[src/hdl/alc_pkg.sv]
// Shared types, codes and constants for the audio level chain.
package alc_pkg;

  // Field and register widths
  localparam int SAMPLE_W   = 16;
  localparam int VALUE_W    = 12;
  localparam int CLASS_W    = 2;
  localparam int WLEN_W     = 3;
  localparam int GAIN_W     = 11;
  localparam int CFG_IDX_W  = 2;
  localparam int CFG_DATA_W = 11;

  // Register indexes on the config port
  localparam logic [CFG_IDX_W-1:0] CFG_WINDOW_LENGTH = 2'd0;
  localparam logic [CFG_IDX_W-1:0] CFG_GAIN_TENTHS   = 2'd1;

  localparam logic [WLEN_W-1:0] WLEN_RESET = 3'd4;
  localparam logic [GAIN_W-1:0] GAIN_RESET = 11'd10;

  // Clip limit and derived datapath widths
  localparam int CLIP_MAX = 15;
  localparam int SQ_MAX   = CLIP_MAX * CLIP_MAX;
  localparam int SM_W     = 5;                 // signed clipped / smoothed value
  localparam int SQV_W    = 8;                 // one square, at most SQ_MAX
  localparam int MEAN_W   = 8;                 // mean of squares, at most SQ_MAX
  localparam int ROOT_W   = 4;                 // floor sqrt of MEAN_W bits
  localparam int BIT_W    = 2;                 // root digit counter

  // Divide by tap count as multiply by ceil(2^16 / n); exact for n <= 16
  // and numerators up to 16 * SQ_MAX.
  localparam int RECIP_W     = 17;
  localparam int RECIP_SHIFT = 16;
  localparam int RECIP_N     = 17;
  localparam int RECIP_IDX_W = 5;
  localparam logic [RECIP_W-1:0] RECIP_TAB [RECIP_N] = '{
    17'd65536, 17'd65536, 17'd32768, 17'd21846, 17'd16384, 17'd13108,
    17'd10923, 17'd9363,  17'd8192,  17'd7282,  17'd6554,  17'd5958,
    17'd5462,  17'd5042,  17'd4682,  17'd4370,  17'd4096
  };

  // Divide by ten as multiply by 52429 >> 19; exact below 2^18
  localparam int              DIV10_W     = 16;
  localparam logic [DIV10_W-1:0] DIV10_MUL = 16'd52429;
  localparam int              DIV10_SHIFT = 19;

  localparam int LEVEL_HI = 30;
  localparam int LEVEL_LO = -30;

  typedef enum logic [CLASS_W-1:0] {
    LVL_OVER    = 2'd0,
    LVL_UNDER   = 2'd1,
    LVL_NOMINAL = 2'd2
  } level_class_t;

  typedef enum logic [3:0] {
    S_IDLE,
    S_ACCUM,
    S_DIVSUM,
    S_SMOOTH,
    S_DIVMEAN,
    S_SQRT,
    S_GAIN,
    S_DIV10,
    S_DONE
  } ctrl_state_t;

  typedef struct packed {
    logic start;
    logic acc_step;
    logic div_sum;
    logic smooth;
    logic div_mean;
    logic sqrt_step;
    logic gain;
    logic div10;
    logic finish;
  } dp_cmd_t;

  typedef struct packed {
    logic single_tap;
    logic acc_last;
    logic sqrt_last;
  } dp_sts_t;

endpackage

[src/hdl/audio_level_chain.sv]
// Top level of the audio level chain.
// Each accepted sample is clipped to +/-15 tenths, smoothed by an n-tap
// moving average, reduced to the floored square root of the mean of the
// last n smoothed squares, scaled by gain_tenths / 10 and classified as
// overload, underload or nominal. One result word per sample. Words are
// handled one at a time by a state machine over a shared datapath, with n
// being window_length clamped to 1..MAX_TAPS. From acceptance to its
// result register a word goes through n - 1 history accumulation steps,
// one reciprocal multiply for each of the two divides by n, the smoothing
// step, four square root digit steps, the gain and divide by ten
// multiplies, and the output load; the next sample is taken only after
// that load. A result held by out_stall delays the output load and with
// it the next sample. A finished result waits in the output register
// while the next sample is accepted. window_length and gain_tenths may
// only be written while idle.
module audio_level_chain #(
  parameter int MAX_TAPS = 4
) (
  input  logic                                clk,
  input  logic                                rst_n,
  input  logic                                in_valid,
  output logic                                in_stall,
  input  logic signed [alc_pkg::SAMPLE_W-1:0] in_sample,
  output logic                                out_valid,
  input  logic                                out_stall,
  output logic signed [alc_pkg::VALUE_W-1:0]  out_level_value,
  output logic [alc_pkg::CLASS_W-1:0]         out_level_class,
  input  logic                                cfg_valid,
  output logic                                cfg_ready,
  input  logic [alc_pkg::CFG_IDX_W-1:0]       cfg_index,
  input  logic [alc_pkg::CFG_DATA_W-1:0]      cfg_data
);
  import alc_pkg::*;

  localparam int TAP_W = $clog2(MAX_TAPS + 1);

  logic [TAP_W-1:0]         taps;
  logic signed [GAIN_W-1:0] gain;
  dp_cmd_t                  cmd;
  dp_sts_t                  sts;

  alc_cfg #(
    .MAX_TAPS (MAX_TAPS)
  ) u_cfg (
    .clk       (clk),
    .rst_n     (rst_n),
    .cfg_valid (cfg_valid),
    .cfg_ready (cfg_ready),
    .cfg_index (cfg_index),
    .cfg_data  (cfg_data),
    .taps      (taps),
    .gain      (gain)
  );

  alc_ctrl u_ctrl (
    .clk       (clk),
    .rst_n     (rst_n),
    .in_valid  (in_valid),
    .in_stall  (in_stall),
    .out_valid (out_valid),
    .out_stall (out_stall),
    .sts       (sts),
    .cmd       (cmd)
  );

  alc_dp #(
    .MAX_TAPS (MAX_TAPS)
  ) u_dp (
    .clk         (clk),
    .rst_n       (rst_n),
    .cmd         (cmd),
    .sts         (sts),
    .sample      (in_sample),
    .taps        (taps),
    .gain        (gain),
    .level_value (out_level_value),
    .level_class (out_level_class)
  );

endmodule

[src/hdl/alc_cfg.sv]
// Configuration registers and tap count clamp.
module alc_cfg #(
  parameter int MAX_TAPS = 4
) (
  input  logic                                clk,
  input  logic                                rst_n,
  input  logic                                cfg_valid,
  output logic                                cfg_ready,
  input  logic [alc_pkg::CFG_IDX_W-1:0]       cfg_index,
  input  logic [alc_pkg::CFG_DATA_W-1:0]      cfg_data,
  output logic [$clog2(MAX_TAPS+1)-1:0]       taps,
  output logic signed [alc_pkg::GAIN_W-1:0]   gain
);
  import alc_pkg::*;

  localparam int TAP_W = $clog2(MAX_TAPS + 1);

  logic [WLEN_W-1:0] wlen_r;
  logic [GAIN_W-1:0] gain_r;

  assign cfg_ready = 1'b1;

  always_ff @(posedge clk) begin
    if (!rst_n) begin
      wlen_r <= WLEN_RESET;
      gain_r <= GAIN_RESET;
    end else if (cfg_valid && cfg_ready) begin
      case (cfg_index)
        CFG_WINDOW_LENGTH: wlen_r <= cfg_data[WLEN_W-1:0];
        CFG_GAIN_TENTHS:   gain_r <= cfg_data[GAIN_W-1:0];
        default: ;
      endcase
    end
  end

  // zero taps behaves as one, above the build limit saturates
  always_comb begin
    if (wlen_r == '0) begin
      taps = TAP_W'(1);
    end else if (int'(wlen_r) > MAX_TAPS) begin
      taps = TAP_W'(MAX_TAPS);
    end else begin
      taps = TAP_W'(wlen_r);
    end
  end

  assign gain = $signed(gain_r);

endmodule

[src/hdl/alc_dp.sv]
// Datapath: clip, windowed sums, reciprocal divides, digit square root, gain.
module alc_dp #(
  parameter int MAX_TAPS = 4
) (
  input  logic                                clk,
  input  logic                                rst_n,
  input  alc_pkg::dp_cmd_t                    cmd,
  output alc_pkg::dp_sts_t                    sts,
  input  logic signed [alc_pkg::SAMPLE_W-1:0] sample,
  input  logic [$clog2(MAX_TAPS+1)-1:0]       taps,
  input  logic signed [alc_pkg::GAIN_W-1:0]   gain,
  output logic signed [alc_pkg::VALUE_W-1:0]  level_value,
  output logic [alc_pkg::CLASS_W-1:0]         level_class
);
  import alc_pkg::*;

  localparam int HIST_D = (MAX_TAPS > 1) ? MAX_TAPS - 1 : 1;
  localparam int IDX_W  = (HIST_D > 1) ? $clog2(HIST_D) : 1;
  localparam int TAP_W  = $clog2(MAX_TAPS + 1);
  localparam int SUM_W  = $clog2(CLIP_MAX * MAX_TAPS + 1) + 1;
  localparam int SQ_W   = $clog2(SQ_MAX * MAX_TAPS + 1);
  localparam int PN_W   = SQ_W + RECIP_W;
  localparam int GP_W   = ROOT_W + 1 + GAIN_W;
  localparam int QM_W   = SM_W - 1;
  localparam int Q10_W  = VALUE_W - 1;
  localparam int RSQ_W  = 2 * ROOT_W + 1;

  logic signed [SM_W-1:0]    clip_hist_r   [HIST_D];
  logic signed [SM_W-1:0]    smooth_hist_r [HIST_D];
  logic signed [SM_W-1:0]    clip_r;
  logic signed [SUM_W-1:0]   sum_r;
  logic [SQ_W-1:0]           sq_r;
  logic [TAP_W-1:0]          k_r;
  logic [PN_W-1:0]           div_prod_r;
  logic                      div_neg_r;
  logic signed [SM_W-1:0]    sm_r;
  logic [ROOT_W-1:0]         root_r;
  logic [BIT_W-1:0]          bit_r;
  logic signed [GP_W-1:0]    gprod_r;
  logic signed [VALUE_W-1:0] val_r;
  logic signed [VALUE_W-1:0] value_r;
  logic [CLASS_W-1:0]        class_r;

  logic signed [SM_W-1:0]    clip_c;
  logic signed [SM_W-1:0]    clip_tap;
  logic signed [SM_W-1:0]    smooth_tap;
  logic signed [2*SM_W-1:0]  tap_sq_full;
  logic [SUM_W-1:0]          sum_abs;
  logic [SQ_W-1:0]           div_num;
  logic [RECIP_W-1:0]        recip;
  logic [PN_W-1:0]           div_mul;
  logic [QM_W-1:0]           qs;
  logic signed [SM_W-1:0]    sm;
  logic signed [2*SM_W-1:0]  sm_sq_full;
  logic [MEAN_W-1:0]         mean;
  logic [ROOT_W-1:0]         trial;
  logic [2*ROOT_W-1:0]       trial_sq;
  logic [GP_W-1:0]           gabs;
  logic [GP_W+DIV10_W-1:0]   q10_full;
  logic [Q10_W-1:0]          q10;
  logic signed [VALUE_W-1:0] val;
  level_class_t              cls;
  logic [RSQ_W-1:0]          root_lo_sq;
  logic [RSQ_W-1:0]          root_hi_sq;

  // clip to +/-15
  always_comb begin
    if (sample > $signed(SAMPLE_W'(CLIP_MAX))) begin
      clip_c = $signed(SM_W'(CLIP_MAX));
    end else if (sample < -$signed(SAMPLE_W'(CLIP_MAX))) begin
      clip_c = -$signed(SM_W'(CLIP_MAX));
    end else begin
      clip_c = sample[SM_W-1:0];
    end
  end

  assign clip_tap    = clip_hist_r[k_r[IDX_W-1:0]];
  assign smooth_tap  = smooth_hist_r[k_r[IDX_W-1:0]];
  assign tap_sq_full = (2*SM_W)'(smooth_tap) * (2*SM_W)'(smooth_tap);

  // shared reciprocal multiply for both divides by the tap count
  assign sum_abs = sum_r[SUM_W-1] ? $unsigned(-sum_r) : $unsigned(sum_r);
  assign div_num = cmd.div_sum ? SQ_W'(sum_abs) : sq_r;
  assign recip   = RECIP_TAB[RECIP_IDX_W'(taps)];
  assign div_mul = PN_W'(div_num) * PN_W'(recip);

  assign qs         = div_prod_r[RECIP_SHIFT +: QM_W];
  assign sm         = div_neg_r ? -$signed({1'b0, qs}) : $signed({1'b0, qs});
  assign sm_sq_full = (2*SM_W)'(sm) * (2*SM_W)'(sm);
  assign mean       = div_prod_r[RECIP_SHIFT +: MEAN_W];

  // one root digit per step
  assign trial    = root_r | (ROOT_W'(1) << bit_r);
  assign trial_sq = (2*ROOT_W)'(trial) * (2*ROOT_W)'(trial);

  assign gabs     = gprod_r[GP_W-1] ? $unsigned(-gprod_r) : $unsigned(gprod_r);
  assign q10_full = (GP_W+DIV10_W)'(gabs) * (GP_W+DIV10_W)'(DIV10_MUL);
  assign q10      = q10_full[DIV10_SHIFT +: Q10_W];
  assign val      = gprod_r[GP_W-1] ? -$signed({1'b0, q10}) : $signed({1'b0, q10});

  always_comb begin
    if (val_r > $signed(VALUE_W'(LEVEL_HI))) begin
      cls = LVL_OVER;
    end else if (val_r < $signed(VALUE_W'(LEVEL_LO))) begin
      cls = LVL_UNDER;
    end else begin
      cls = LVL_NOMINAL;
    end
  end

  assign sts.single_tap = (taps == TAP_W'(1));
  assign sts.acc_last   = (({1'b0, k_r} + (TAP_W+1)'(2)) == {1'b0, taps});
  assign sts.sqrt_last  = (bit_r == '0);

  always_ff @(posedge clk) begin
    if (!rst_n) begin
      for (int i = 0; i < HIST_D; i++) begin
        clip_hist_r[i]   <= '0;
        smooth_hist_r[i] <= '0;
      end
    end else if (cmd.finish) begin
      for (int i = HIST_D - 1; i > 0; i--) begin
        clip_hist_r[i]   <= clip_hist_r[i-1];
        smooth_hist_r[i] <= smooth_hist_r[i-1];
      end
      clip_hist_r[0]   <= clip_r;
      smooth_hist_r[0] <= sm_r;
    end
  end

  always_ff @(posedge clk) begin
    if (cmd.start) begin
      clip_r <= clip_c;
      sum_r  <= SUM_W'(clip_c);
      sq_r   <= '0;
      k_r    <= '0;
    end
    if (cmd.acc_step) begin
      sum_r <= sum_r + SUM_W'(clip_tap);
      sq_r  <= sq_r + SQ_W'(tap_sq_full[SQV_W-1:0]);
      k_r   <= k_r + TAP_W'(1);
    end
    if (cmd.div_sum) begin
      div_prod_r <= div_mul;
      div_neg_r  <= sum_r[SUM_W-1];
    end
    if (cmd.smooth) begin
      sm_r <= sm;
      sq_r <= sq_r + SQ_W'(sm_sq_full[SQV_W-1:0]);
    end
    if (cmd.div_mean) begin
      div_prod_r <= div_mul;
      root_r     <= '0;
      bit_r      <= BIT_W'(ROOT_W - 1);
    end
    if (cmd.sqrt_step) begin
      if (trial_sq <= mean) begin
        root_r <= trial;
      end
      bit_r <= bit_r - BIT_W'(1);
    end
    if (cmd.gain) begin
      gprod_r <= GP_W'($signed({1'b0, root_r})) * GP_W'(gain);
    end
    if (cmd.div10) begin
      val_r <= val;
    end
    if (cmd.finish) begin
      value_r <= val_r;
      class_r <= cls;
    end
  end

  assign level_value = value_r;
  assign level_class = class_r;

  assign root_lo_sq = RSQ_W'(root_r) * RSQ_W'(root_r);
  assign root_hi_sq = (RSQ_W'(root_r) + RSQ_W'(1)) * (RSQ_W'(root_r) + RSQ_W'(1));

  // root is the floored square root of the mean when the gain step uses it
  a_root_floor: assert property (@(posedge clk) disable iff (!rst_n)
    cmd.gain |-> (root_lo_sq <= RSQ_W'(mean)) && (root_hi_sq > RSQ_W'(mean)))
    else $error("square root out of bounds");

  // smoothed value stays within the clip range
  a_sm_range: assert property (@(posedge clk) disable iff (!rst_n)
    cmd.smooth |=> (sm_r <= $signed(SM_W'(CLIP_MAX))) &&
                   (sm_r >= -$signed(SM_W'(CLIP_MAX))))
    else $error("smoothed value out of range");

endmodule

[src/hdl/alc_ctrl.sv]
// Controller: sequences one word through the datapath and owns the handshakes.
module alc_ctrl (
  input  logic              clk,
  input  logic              rst_n,
  input  logic              in_valid,
  output logic              in_stall,
  output logic              out_valid,
  input  logic              out_stall,
  input  alc_pkg::dp_sts_t  sts,
  output alc_pkg::dp_cmd_t  cmd
);
  import alc_pkg::*;

  ctrl_state_t state_r, state_nxt;
  logic        out_valid_r, out_valid_nxt;

  always_ff @(posedge clk) begin
    if (!rst_n) begin
      state_r     <= S_IDLE;
      out_valid_r <= 1'b0;
    end else begin
      state_r     <= state_nxt;
      out_valid_r <= out_valid_nxt;
    end
  end

  always_comb begin
    state_nxt = state_r;
    cmd       = '0;
    in_stall  = 1'b1;
    case (state_r)
      S_IDLE: begin
        in_stall = 1'b0;
        if (in_valid) begin
          cmd.start = 1'b1;
          state_nxt = sts.single_tap ? S_DIVSUM : S_ACCUM;
        end
      end
      S_ACCUM: begin
        cmd.acc_step = 1'b1;
        if (sts.acc_last) begin
          state_nxt = S_DIVSUM;
        end
      end
      S_DIVSUM: begin
        cmd.div_sum = 1'b1;
        state_nxt   = S_SMOOTH;
      end
      S_SMOOTH: begin
        cmd.smooth = 1'b1;
        state_nxt  = S_DIVMEAN;
      end
      S_DIVMEAN: begin
        cmd.div_mean = 1'b1;
        state_nxt    = S_SQRT;
      end
      S_SQRT: begin
        cmd.sqrt_step = 1'b1;
        if (sts.sqrt_last) begin
          state_nxt = S_GAIN;
        end
      end
      S_GAIN: begin
        cmd.gain  = 1'b1;
        state_nxt = S_DIV10;
      end
      S_DIV10: begin
        cmd.div10 = 1'b1;
        state_nxt = S_DONE;
      end
      S_DONE: begin
        // output register free, or its word leaves at this edge
        if (!out_valid_r || !out_stall) begin
          cmd.finish = 1'b1;
          state_nxt  = S_IDLE;
        end
      end
      default: state_nxt = S_IDLE;
    endcase
  end

  always_comb begin
    if (cmd.finish) begin
      out_valid_nxt = 1'b1;
    end else if (!out_stall) begin
      out_valid_nxt = 1'b0;
    end else begin
      out_valid_nxt = out_valid_r;
    end
  end

  assign out_valid = out_valid_r;

  a_one_in_flight: assert property (@(posedge clk) disable iff (!rst_n)
    (in_valid && !in_stall) |=> in_stall)
    else $error("second word taken while one is in flight");

  a_valid_from_finish: assert property (@(posedge clk) disable iff (!rst_n)
    $rose(out_valid_r) |-> $past(cmd.finish))
    else $error("result shown without a finished word");

  a_finish_loads: assert property (@(posedge clk) disable iff (!rst_n)
    cmd.finish |=> out_valid_r)
    else $error("finished word not presented");

endmodule

[config.mk]
export PLATFORM = sky130hd
export DESIGN_NAME = audio_level_chain
export DESIGN_NICKNAME = d
export VERILOG_FILES = /design/src/hdl/alc_pkg.sv /design/src/hdl/audio_level_chain.sv /design/src/hdl/alc_cfg.sv /design/src/hdl/alc_dp.sv /design/src/hdl/alc_ctrl.sv
export SDC_FILE = /design/constraint.sdc
export NUM_CORES = 1
export LEC_CHECK = 0
export BUFFER_PORTS_ARGS = -buffer_cell sky130_fd_sc_hd__buf_2
export CAP_MARGIN = 0
export CORE_MARGIN = 2
export CORE_UTILIZATION = 60
export DETAILED_ROUTE_END_ITERATION = 8
export PLACE_DENSITY = 0.87
export SLEW_MARGIN = 20
export SYNTH_ARGS = -nofsm -noshare
export SYNTH_HDL_FRONTEND = slang
export SYNTH_SLANG_ARGS = --single-unit
[constraint.sdc]
create_clock -name clk -period 16.83 [get_ports clk]
set_input_delay 2.5245 -clock clk [delete_from_list [all_inputs] [get_ports clk]]
set_output_delay 2.5245 -clock clk [all_outputs]
set_load 0.01 [all_outputs]
== Word level (Yosys, flattened, before mapping) ==
Memories as Yosys holds them, arrays and structs flattened. A register that Yosys moved wholly into a read port is not among the register bits.
Cells that the tools add are included.

* Bits in read-only memories: 544
* Input port bits: 34
* Output and inout bits: 17
* Register bits after elaboration: 122
* Logic and storage cells: 141
* Bits in writable memories: 30
* Memories: 3

* Multiplexer cells: 58
* Bitwise logic cells: 8
* Magnitude comparators: 7
* Add/subtract/negate cells: 10
* Reductions and logical operators: 14
* Multiply operators: 6
* Shifts and indexed selects: 1
* Equal/unequal tests: 16

{| class="wikitable"
|+ Memory list
! name !! words !! bits a word !! read ports !! clocked after memory_dff !! write ports !! line !! source
|-
| (name not given) || 32 || 17 || 1 || 0 || 0 || alc_dp.sv:84 || <nowiki>assign recip = RECIP_TAB[RECIP_IDX_W'(taps)];</nowiki>
|-
| u_dp.clip_hist_r || 3 || 5 || 3 || 1 || 3 || alc_dp.sv:28 || <nowiki>logic signed [SM_W-1:0] clip_hist_r [HIST_D];</nowiki>
|-
| u_dp.smooth_hist_r || 3 || 5 || 3 || 1 || 3 || alc_dp.sv:29 || <nowiki>logic signed [SM_W-1:0] smooth_hist_r [HIST_D];</nowiki>
|}

{| class="wikitable"
|+ Operator list
! cell !! count
|-
| 2-to-1 mux 24 bit || 2
|-
| 2-to-1 mux 5 bit || 9
|-
| 2-to-1 mux 10 bit || 4
|-
| case mux 4 bit (9 select lines) || 1
|-
| 2-to-1 mux 17 bit || 2
|-
| multiplier 16 x 16 -> 30 bit (second input constant) || 1
|-
| 2-to-1 mux 4 bit || 7
|-
| multiplier 10 x 17 -> 24 bit || 1
|-
| 2-to-1 mux 7 bit || 3
|-
| adder 10 x 8 -> 10 bit || 2
|-
| 2-to-1 mux 1 bit || 18
|-
| equality test 4 x 3 -> 1 bit (second input constant) || 4
|-
| > comparator 16 x 5 -> 1 bit (second input constant) || 1
|-
| < comparator 16 x 5 -> 1 bit (second input constant) || 1
|-
| multiplier 5 x 11 -> 16 bit || 1
|-
| multiplier 5 x 5 -> 8 bit || 2
|-
| 2-to-1 mux 16 bit || 1
|-
| negation 16 bit || 1
|-
| > comparator 12 x 6 -> 1 bit (second input constant) || 1
|-
| < comparator 12 x 6 -> 1 bit (second input constant) || 1
|-
| 2-to-1 mux 2 bit || 6
|-
| 2-to-1 mux 3 bit || 4
|-
| negation 11 -> 12 bit || 1
|-
| 2-to-1 mux 11 bit || 1
|-
| 31 further kinds || 45
|}

== Depth between registers and ports, before layout ==
Gate-level depths: netlist (run 1).

* Word-level depth: 10
* Depth in mapped cells: 32
* Gate-level depth less buffers: 32

== Modules after synthesis ==
A second synthesis (run 1) with hierarchy kept.

* Cells, all modules: 1,993
* Area, all modules: 19,054.5 um2

{| class="wikitable"
|+ By module, submodules not included
! module !! times used !! area an instance (um2) !! cells each !! sequential area each (um2)
|-
| alc_dp || 1 || 18,089.8 || 1,879 || 3,513.4
|-
| alc_cfg || 1 || 604.3 || 66 || 280.3
|-
| alc_ctrl || 1 || 360.3 || 48 || 100.1
|}

== Worst setup path before layout (run 1) ==
OpenSTA, ideal clock, no wires.

* Kind: register to register
* Start point: register u_dp.gprod_r[4]
* End point: register u_dp.val_r[11], data pin
* Required time: 16.576 ns
* Period minus slack after synthesis: 7.702 ns
* Library setup time: 0.254 ns
* Cell stages (with the launch flop): 26
* Buffers on the path: 0
* Path slack: 9.128 ns
* Data arrival time: 7.448 ns
* Cells stage by stage: edfxtp_1 > or4_4 > or4_1 > o21ai_1 > xor2_1 > inv_1 > ha_1 > ha_1 > inv_1 > fa_1 > inv_1 > fa_1 > fa_1 > inv_1 > fa_1 > inv_1 > ha_1 > a21oi_1 > o21ai_0 > a221oi_1 > o21ai_2 > a221oi_2 > xnor2_1 > or4_4 > or3_1 > o21a_1

* Longest elaborated chain between the ends: 4

{| class="wikitable"
|+ RTL lines
! what !! line !! source
|-
| start: declaration || alc_dp.sv:39 || <nowiki>logic signed [GP_W-1:0] gprod_r;</nowiki>
|-
| start signal: assignment || alc_dp.sv:163 || <nowiki>gprod_r <= GP_W'($signed({1'b0, root_r})) * GP_W'(gain);</nowiki>
|-
| negation 16 bit || alc_dp.sv:96 || <nowiki>assign gabs = gprod_r[GP_W-1] ? $unsigned(-gprod_r) : $unsigned(gprod_r);</nowiki>
|-
| 2-to-1 mux 16 bit (*) || alc_dp.sv:96 ||
|-
| multiplier 16 x 16 -> 30 bit (*) || alc_dp.sv:97 || <nowiki>assign q10_full = (GP_W+DIV10_W)'(gabs) * (GP_W+DIV10_W)'(DIV10_MUL);</nowiki>
|-
| negation 11 -> 12 bit (*) || alc_dp.sv:99 || <nowiki>assign val = gprod_r[GP_W-1] ? -$signed({1'b0, q10}) : $signed({1'b0, q10});</nowiki>
|-
| end signal: assignment || alc_dp.sv:166 || <nowiki>val_r <= val;</nowiki>
|-
| end: declaration || alc_dp.sv:40 || <nowiki>logic signed [VALUE_W-1:0] val_r;</nowiki>
|}

Mark *: on every way between the ends. The rest lies on a longest branch, timed or not.
A chain may end at the register's enable or synchronous reset.

== Worst setup path after layout (run 1) ==
* Start point: register u_dp.gprod_r[4]
* End point: register u_dp.val_r[10], data pin

* Longest elaborated chain between the ends: 5

{| class="wikitable"
|+ RTL lines
! what !! line !! source
|-
| negation 16 bit || alc_dp.sv:96 ||
|-
| 2-to-1 mux 16 bit (*) || alc_dp.sv:96 ||
|-
| multiplier 16 x 16 -> 30 bit (*) || alc_dp.sv:97 ||
|-
| negation 11 -> 12 bit || alc_dp.sv:99 ||
|-
| 2-to-1 mux 11 bit (*) || alc_dp.sv:99 ||
|-
| net u_dp.val[10] || alc_dp.sv:61 || <nowiki>logic signed [VALUE_W-1:0] val;</nowiki>
|}

The timed path passes the listed nets; every way through them passes the cells marked *.

==> results.txt, run 1 <==
First-pass GRT wire length = 69.2 mm
Primary FF master, synth = edfxtp_1
Synth Area per Inst = 9.56 µm²
Cell variety after synth = 72
Max-slew violation count = 0
Kind of end point of the critical path = register
TritonCTS Buffers = 17
Antenna diode count = 0
Fmax = 120 MHz
Drt first-iter violations = 1266
Lkg Pwr = 0.0104 µW
Area Overhead vs Synth = 6.65%
Drc violations = 0
Final setup viols = 0
CP required = 17.12 ns
Die Y = 182 µm
Worst setup SP type = register
Gpl congestion = 0.941
Site Rows = 65
Outcome = finished, final reports clean
Dpl cells = 2413
Async SR Flop Fraction = 0%
Most common cell after layout, fill and taps aside = inv_1
PD cells = 141 mW/mm²
Layout Cells excl Fill = 2445
Vias in the first global route = 14200
Die W = 182 µm
I/O pin total = 51
CTS Hold Bufs = 0
Vias per inst = 5.59
CTS clk-pin slew, worst paths = 0.06 ns
Setup TNS = 0 ns
H-tree depth = 4
Flop2flop setup slack = 8.48 ns
CTS sink cnt = 138
ANT nets after route = 0
Largest net degree at the start of global routing = 50
Power, Total = 2850 µW
Resize count post-CTS = 0
Post-synth EDFFs = 113
Critical path arrival = 8.64 ns
Synth Register Bits = 138
Slew @ Worst Pin = 1.07 ns
First-pass DRT Iterations = 9
Initial antenna violation count = 0
R2R Path End = u_dp.val_r[10]
Worst r2r path cells = 26
Commonest cells after routing, fill and taps aside = inv_1 (444), ha_1 (255), fa_1 (236)
# Max-Cap Violations = 0
Layout cells sized above 1 = 5.48%
Clock latency on the worst-skew pair = 0.43 ns
Final period utilization = 49.6%
Gate Count Post-Synth = 1978
Slew margin rel. = 28.7%
Hold Startpoint = u_dp.val_r[0]
Setup repair bufs after CTS = 0
Worst slack, placed = 8.55 ns
# port buffers = 49
Drt wl/cell = 16.8 µm
Clk buf depth = 2
HP Class = register to register
Hold Fails Final Rpt = 0
Initial core utilization = 60.4%
VDD IR max = 0.000174 V
Root buffer cell = clkbuf_16
RSZ-0062 raised after global routing = no
Routed Wire Length = 41.2 mm
Vias = 13700
Worst flop-to-flop path startpoint = u_dp.gprod_r[4]
Die ar. = 0.0330 mm²
CTS tree = built
PnR worst setup slack = 8.48 ns
Total grt overflow = 0
Worst Hold Depth = 0
YS warnings = 0
Cell Area, Synth = 0.0189 mm²
Max Fanout on Critical Path = 8
Hold path endpoint = u_dp.level_value[0]
Sequential-to-total area share from yosys stat = 20.6%
Gr usage total = 26.2%
Final HPWL DP = 34.0 mm
Core ar. = 0.0313 mm²
Setup CP Type = register to register
Total Nets Final = 2555
Final min period = 8.35 ns
Clock Skew = 0.00810 ns
-- report_power, final --
group / total, µW / internal [µW] / switching (µW)
Combinational: 1950 / 823 / 1120
Sequential: 538 / 463 / 74.6
Clock: 366 / 194 / 171
Total: 2850 / 1480 / 1370
-- cells by family after synthesis --
logic type | after synthesis | share of synthesized area (%)
compound gates | 230 | 8.04
buf+inv | 484 | 9.73
mux | 19 | 1.03
flops | 138 | 20.6
simple gates | 485 | 12.6
other cells | 2 | 0.0397
xor+xnor | 129 | 6.17
fa+ha+maj | 491 | 41.8
-- layout make-up --
type	count	area, µm²
Clock buffer	17	425
Clock inverter	15	131
Fill cell	2309	11100
Inverter	444	1670
Multi-Input combinational cell	1375	13300
Sequential cell	138	3890
Tap cell	402	503
Timing Repair Buffer	54	283
-- sequential cells by signal, summed over array words and instances, names as in the netlist, named ones only --
name and count:
u_ctrl.state_r 4, u_dp.level_value 12, u_dp.sum_r 7, u_dp.val_r 12, u_dp.bit_r 2, u_dp.clip_hist_r 15, u_dp.k_r 3, u_dp.div_neg_r 1
u_cfg.wlen_r 3, u_dp.sq_r 10, u_dp.sm_r 5, u_ctrl.out_valid 1, u_dp.smooth_hist_r 15, u_dp.clip_r 5, u_dp.level_class 2, u_dp.root_r 4
u_cfg.gain 11, u_dp.div_prod_r 8, u_dp.gprod_r 16
-- layer usage --
metal	track usage, %	vias to the layer above	routed length, µm
met3	4.79	89	2540
met2	45.1	460	20200
met4	5.20	0	770
met1	35.0	6709	17600
li1	-	6410	-
met5	0	-	0
-- how the worst max path moves through the flow --
stage / cells after the start / end / start / slack [ns]
finish: 26 / u_dp.val_r[10] / u_dp.gprod_r[4] / 8.48
global placement: 25 / u_dp.val_r[11] / u_dp.gprod_r[4] / 8.72
floorplan: 25 / u_dp.val_r[11] / u_dp.gprod_r[4] / 9.13
CTS: 26 / u_dp.val_r[10] / u_dp.gprod_r[4] / 8.53
detailed placement: 26 / u_dp.val_r[10] / u_dp.gprod_r[4] / 8.55
global route: 26 / u_dp.val_r[10] / u_dp.gprod_r[4] / 7.96
-- cell usage after synthesis, types with 4 or more instances --
library cell / number / area (µm²)
nand4_1: 8 / 50.1
nand3_1: 11 / 55.1
a21boi_0: 11 / 82.6
inv_1: 444 / 1670
a22o_1: 4 / 35.0
or3_1: 5 / 31.3
edfxtp_1: 113 / 3390
dfxtp_1: 25 / 500
a21o_1: 32 / 240
o21a_1: 17 / 128
clkbuf_1: 32 / 120
nor3_1: 15 / 75.1
nor4b_1: 4 / 35.0
nor3b_1: 6 / 45.0
nand2b_1: 20 / 125
mux2i_1: 16 / 160
o41ai_1: 4 / 35.0
nand2_1: 153 / 574
o21ai_1: 6 / 30.0
nor4_1: 8 / 50.1
or2_2: 4 / 25.0
nor2b_1: 25 / 156
ha_1: 255 / 3190
nor2_1: 126 / 473
and2_1: 40 / 250
and3_1: 38 / 238
and4_1: 5 / 43.8
o31ai_1: 7 / 52.6
xor2_1: 28 / 245
fa_1: 236 / 4720
o21bai_1: 10 / 75.1
o21ai_0: 39 / 195
a31oi_1: 6 / 37.5
o22ai_1: 8 / 50.1
nand3b_1: 4 / 30.0
a21oi_1: 62 / 310
xnor2_1: 99 / 867
-- critical path, stage by stage (launching register included) --
cell and delay [ns]:
edfxtp_1 0.47, or4_4 0.57, or4_1 0.46, o21ai_1 0.17, xor2_1 0.49, inv_1 0.20, ha_1 0.39, ha_1 0.30
inv_1 0.05, fa_1 0.50, inv_1 0.05, fa_1 0.46, fa_1 0.55, inv_1 0.06, fa_1 0.53, inv_1 0.05
ha_1 0.32, a21oi_1 0.13, o21ai_0 0.09, a221oi_1 0.45, o21ai_2 0.23, a221oi_2 0.30, xnor2_1 0.20, or4_4 0.54
nor3_2 0.23, mux2_2 0.36, nand4_1 0.09
-- per-stage QoR --
step	hold slack, ns	area (µm²)	util (%)
global placement	0.432	19600	62.6
floorplan	0.424	19000	-
global route	0.469	20200	64.4
CTS	0.453	20200	64.4
finish	0.450	20200	64.4
detailed placement	0.437	19600	62.6
No activity file was read; power rests on OpenSTA's default activity.
==> run 2: changes to the inputs <==
--- a/config.mk
+++ b/config.mk
@@ -5,12 +5,13 @@
 export SDC_FILE = /design/constraint.sdc
 export NUM_CORES = 1
 export LEC_CHECK = 0
+export ABC_AREA = 1
 export BUFFER_PORTS_ARGS = -buffer_cell sky130_fd_sc_hd__buf_2
 export CAP_MARGIN = 0
 export CORE_MARGIN = 2
-export CORE_UTILIZATION = 60
+export CORE_UTILIZATION = 59
 export DETAILED_ROUTE_END_ITERATION = 8
-export PLACE_DENSITY = 0.87
+export PLACE_DENSITY = 0.89
 export SLEW_MARGIN = 20
 export SYNTH_ARGS = -nofsm -noshare
 export SYNTH_HDL_FRONTEND = slang
==> constraint.sdc (replaced) <==
create_clock -name clk -period 6.8 [get_ports clk]
set_input_delay 1.02 -clock clk [delete_from_list [all_inputs] [get_ports clk]]
set_output_delay 1.02 -clock clk [all_outputs]
set_load 0.01 [all_outputs]
==> run 2 against run 1 <==
Effect of this change:
- clock skew grew 0.0010 ns
- largest power group unchanged
- via count increased by 18%
- count of clock-buffer cells in the layout unchanged
==> results.txt, run 2 <==
First-pass GRT wire length = 79.9 mm (was 69.2 mm)
Setup TNS = 0 ns (unchanged)
Worst setup SP type = register (unchanged)
Top cells by count, synth = inv_1 (640), nand2_1 (388), nor2_1 (256), ha_1 (255), fa_1 (236) (was inv_1 (444), ha_1 (255), fa_1 (236), nand2_1 (153), nor2_1 (126))
CP max stage cell = fa_1 (was or4_4)
Drc violations = 0 (unchanged)
Top post-synthesis cells by area = fa_1 (24%), edfxtp_1 (17%), ha_1 (16%), inv_1 (12%), nand2_1 (7.3%) (was fa_1 (25%), edfxtp_1 (18%), ha_1 (17%), inv_1 (8.8%), xnor2_1 (4.6%))
# Max-Cap Violations = 0 (unchanged)
ANT nets after route = 0 (unchanged)
Slew margin rel. = 31.9% (was 28.7%)
Total grt overflow = 0 (unchanged)
Flop2flop setup slack = 0.19 ns (was 8.48 ns)
PnR worst setup slack = 0.194 ns (was 8.48 ns)
Most common cell after layout, fill and taps aside = inv_1 (unchanged)
Internal power = 3810 µW (was 1480 µW)
CP peak stage delay = 0.55 ns (was 0.57 ns)
H-tree depth = 4 (unchanged)
Gr usage total = 28.3% (was 26.2%)
Hold slack = 0.478 ns (was 0.450 ns)
First-pass DRT Iterations = 6 (was 9)
Final period utilization = 97.1% (was 49.6%)
Area after DPL = 0.0210 mm² (was 0.0196 mm²)
Die Y = 187 µm (was 182 µm)
Fmax = 151 MHz (was 120 MHz)
Post-synth EDFFs = 113 (unchanged)
CTS clk-pin slew, worst paths = 0.06 ns (about the same)
Final HPWL DP = 39.6 mm (was 34.0 mm)
Gpl congestion = 0.983 (was 0.941)
Drt wl/cell = 16.2 µm (was 16.8 µm)
CP required = 7.01 ns (was 17.12 ns)
Logic gate share of total power = 70.4% (was 68.3%)
Outcome = finished, final reports clean (unchanged)
Layout Cells excl Fill = 2997 (was 2445)
Die W = 187 µm (was 182 µm)
Cell with the most instances after synthesis = inv_1 (unchanged)
Switch Pwr = 4050 µW (was 1370 µW)
Slew @ Worst Pin = 1.02 ns (was 1.07 ns)
CTS sink cnt = 138 (unchanged)
Largest net degree at the start of global routing = 31 (was 50)
R2R Path End = u_dp.val_r[10] (unchanged)
Vias per inst = 5.36 (was 5.59)
Sw Share = 51.5% (was 48.0%)
Buf/Inv on CP = 9 (was 5)
Initial antenna violation count = 0 (unchanged)
Fin area = 0.0218 mm² (was 0.0202 mm²)
Worst Hold Depth = 0 (unchanged)
Synth Register Bits = 138 (unchanged)
PD cells = 360 mW/mm² (was 141 mW/mm²)
TritonCTS Buffers = 17 (unchanged)
Synth Area per Inst = 8.20 µm² (was 9.56 µm²)
Antenna diode count = 0 (unchanged)
VDD IR max = 0.000397 V (was 0.000174 V)
Hold Startpoint = u_dp.val_r[0] (unchanged)
CTS Hold Bufs = 0 (unchanged)
Max reg flops = 16 (unchanged)
Total Nets Final = 3061 (was 2555)
Max-slew violation count = 0 (unchanged)
Core ar. = 0.0334 mm² (was 0.0313 mm²)
RSZ-0062 raised after global routing = yes (was no)
CTS tree = built (unchanged)
Async SR Flop Fraction = 0% (unchanged)
Root buffer cell = clkbuf_16 (unchanged)
# port buffers = 49 (unchanged)
Gate Count Post-Synth = 2421 (was 1978)
Hold Fails Final Rpt = 0 (unchanged)
Final min period = 6.61 ns (was 8.35 ns)
Primary FF master, synth = edfxtp_1 (unchanged)
Worst flop-to-flop path startpoint = u_dp.gprod_r[0] (was u_dp.gprod_r[4])
Site Rows = 67 (was 65)
Clock latency on the worst-skew pair = 0.45 ns (was 0.43 ns)
YS warnings = 0 (unchanged)
Biggest register = u_dp.gprod_r (unchanged)
Clock Skew = 0.00913 ns (was 0.00810 ns)
Regs by FF count = u_dp.gprod_r (16), u_dp.clip_hist_r (15), u_dp.smooth_hist_r (15) (unchanged)
Layout cells sized above 1 = 8.98% (was 5.48%)
Synth area leader = fa_1 (unchanged)
Sequential-to-total area share from yosys stat = 19.6% (was 20.6%)
Critical path arrival = 6.82 ns (was 8.64 ns)
Most frequent CP cell = inv_1 (unchanged)
Clk buf depth = 2 (unchanged)
Initial core utilization = 59.5% (was 60.4%)
Setup CP Type = register to register (unchanged)
Lkg Pwr = 0.0117 µW (was 0.0104 µW)
Seq pwr share = 18.0% (was 18.9%)
Worst r2r path cells = 35 (was 26)
Max Fanout on Critical Path = 5 (was 8)
I/O pin total = 51 (unchanged)
Vias in the first global route = 17000 (was 14200)
Top Family by Delay on Critical Path = adder cells (unchanged)
Dpl cells = 2956 (was 2413)
Commonest cells after routing, fill and taps aside = inv_1 (637), nand2_1 (383), nor2_1 (247) (was inv_1 (444), ha_1 (255), fa_1 (236))
HP Class = register to register (unchanged)
Synth top area share = 23.8% (was 25.0%)
Final setup viols = 0 (unchanged)
Area Overhead vs Synth = 9.99% (was 6.65%)
Vias = 16100 (was 13700)
Cell Area, Synth = 0.0198 mm² (was 0.0189 mm²)
Hold path endpoint = u_dp.level_value[0] (unchanged)
Drt first-iter violations = 1361 (was 1266)
Clk pwr share = 11.6% (was 12.8%)
Die ar. = 0.0351 mm² (was 0.0330 mm²)
Cell variety after synth = 59 (was 72)
Routed Wire Length = 48.4 mm (was 41.2 mm)
Kind of end point of the critical path = register (unchanged)
Worst slack, placed = 0.0635 ns (was 8.55 ns)
==> run 2: cell type report <==
cell class / instances / area (µm²)
tap: 448 / 561
timing repair buffer: 103 / 651
multi-input combinational: 1625 / 13700
clock inverter: 15 / 156
sequential: 138 / 3890
inverter: 651 / 2440
clock buffer: 17 / 425
fill: 2611 / 11500
==> run 2: stage by stage <==
step	power (µW)	util, %
floorplan	5480	-
global placement	6460	62.8
detailed placement	6720	62.8
CTS	7710	64.5
global route	8720	65.4
finish	7860	65.4
==> run 2: kinds of logic after synthesis <==
kind of cell             Yosys count  share of synthesized area [%]
AND/OR/NAND/NOR                  784                           16.4
buffers and inverters            677                           12.9
adder cells (fa/ha/maj)          491                           39.9
AO/OA/AOI/OAI                    235                           6.85
flip-flops                       138                           19.6
XOR/XNOR                          94                           4.30
other                              2                         0.0378
==> run 2: timing repair <==
action                                  in CTS  in global routing
resized for setup                            0                 50
endpoints found under the setup margin       0                 13
buffers inserted                             0                  9
==> run 2: power groups by stage <==
stage	Combinational, µW	Clock (µW)	Sequential [µW]
after floorplan	4160	0	1330
after global placement	5060	0	1410
after detailed placement	5310	0	1420
after CTS	5390	915	1400
after global routing	6340	949	1430
final	5540	913	1410
==> run 2: worst max-delay path by stage <==
stage | start | endpoint | slack [ns] | cells past startpoint
floorplan | u_dp.gprod_r[0] | u_dp.val_r[10] | 0.25 | 34
global route | u_dp.gprod_r[0] | u_dp.val_r[10] | -0.20 | 34
detailed placement | u_dp.gprod_r[0] | u_dp.val_r[10] | 0.06 | 29
global placement | u_dp.gprod_r[0] | u_dp.val_r[10] | 0.23 | 34
CTS | u_dp.gprod_r[0] | u_dp.val_r[10] | 0.06 | 34
finish | u_dp.gprod_r[0] | u_dp.val_r[10] | 0.19 | 35
==> run 2: per-layer routing <==
metal  GRT usage, %  vias to the layer above  routed length, µm
met4           11.0                        0               1640
met5              0                        -                  0
li1               -                     7637                  -
met1           34.9                     7623              19200
met3           4.45                      156               3300
met2           50.1                      654              24200
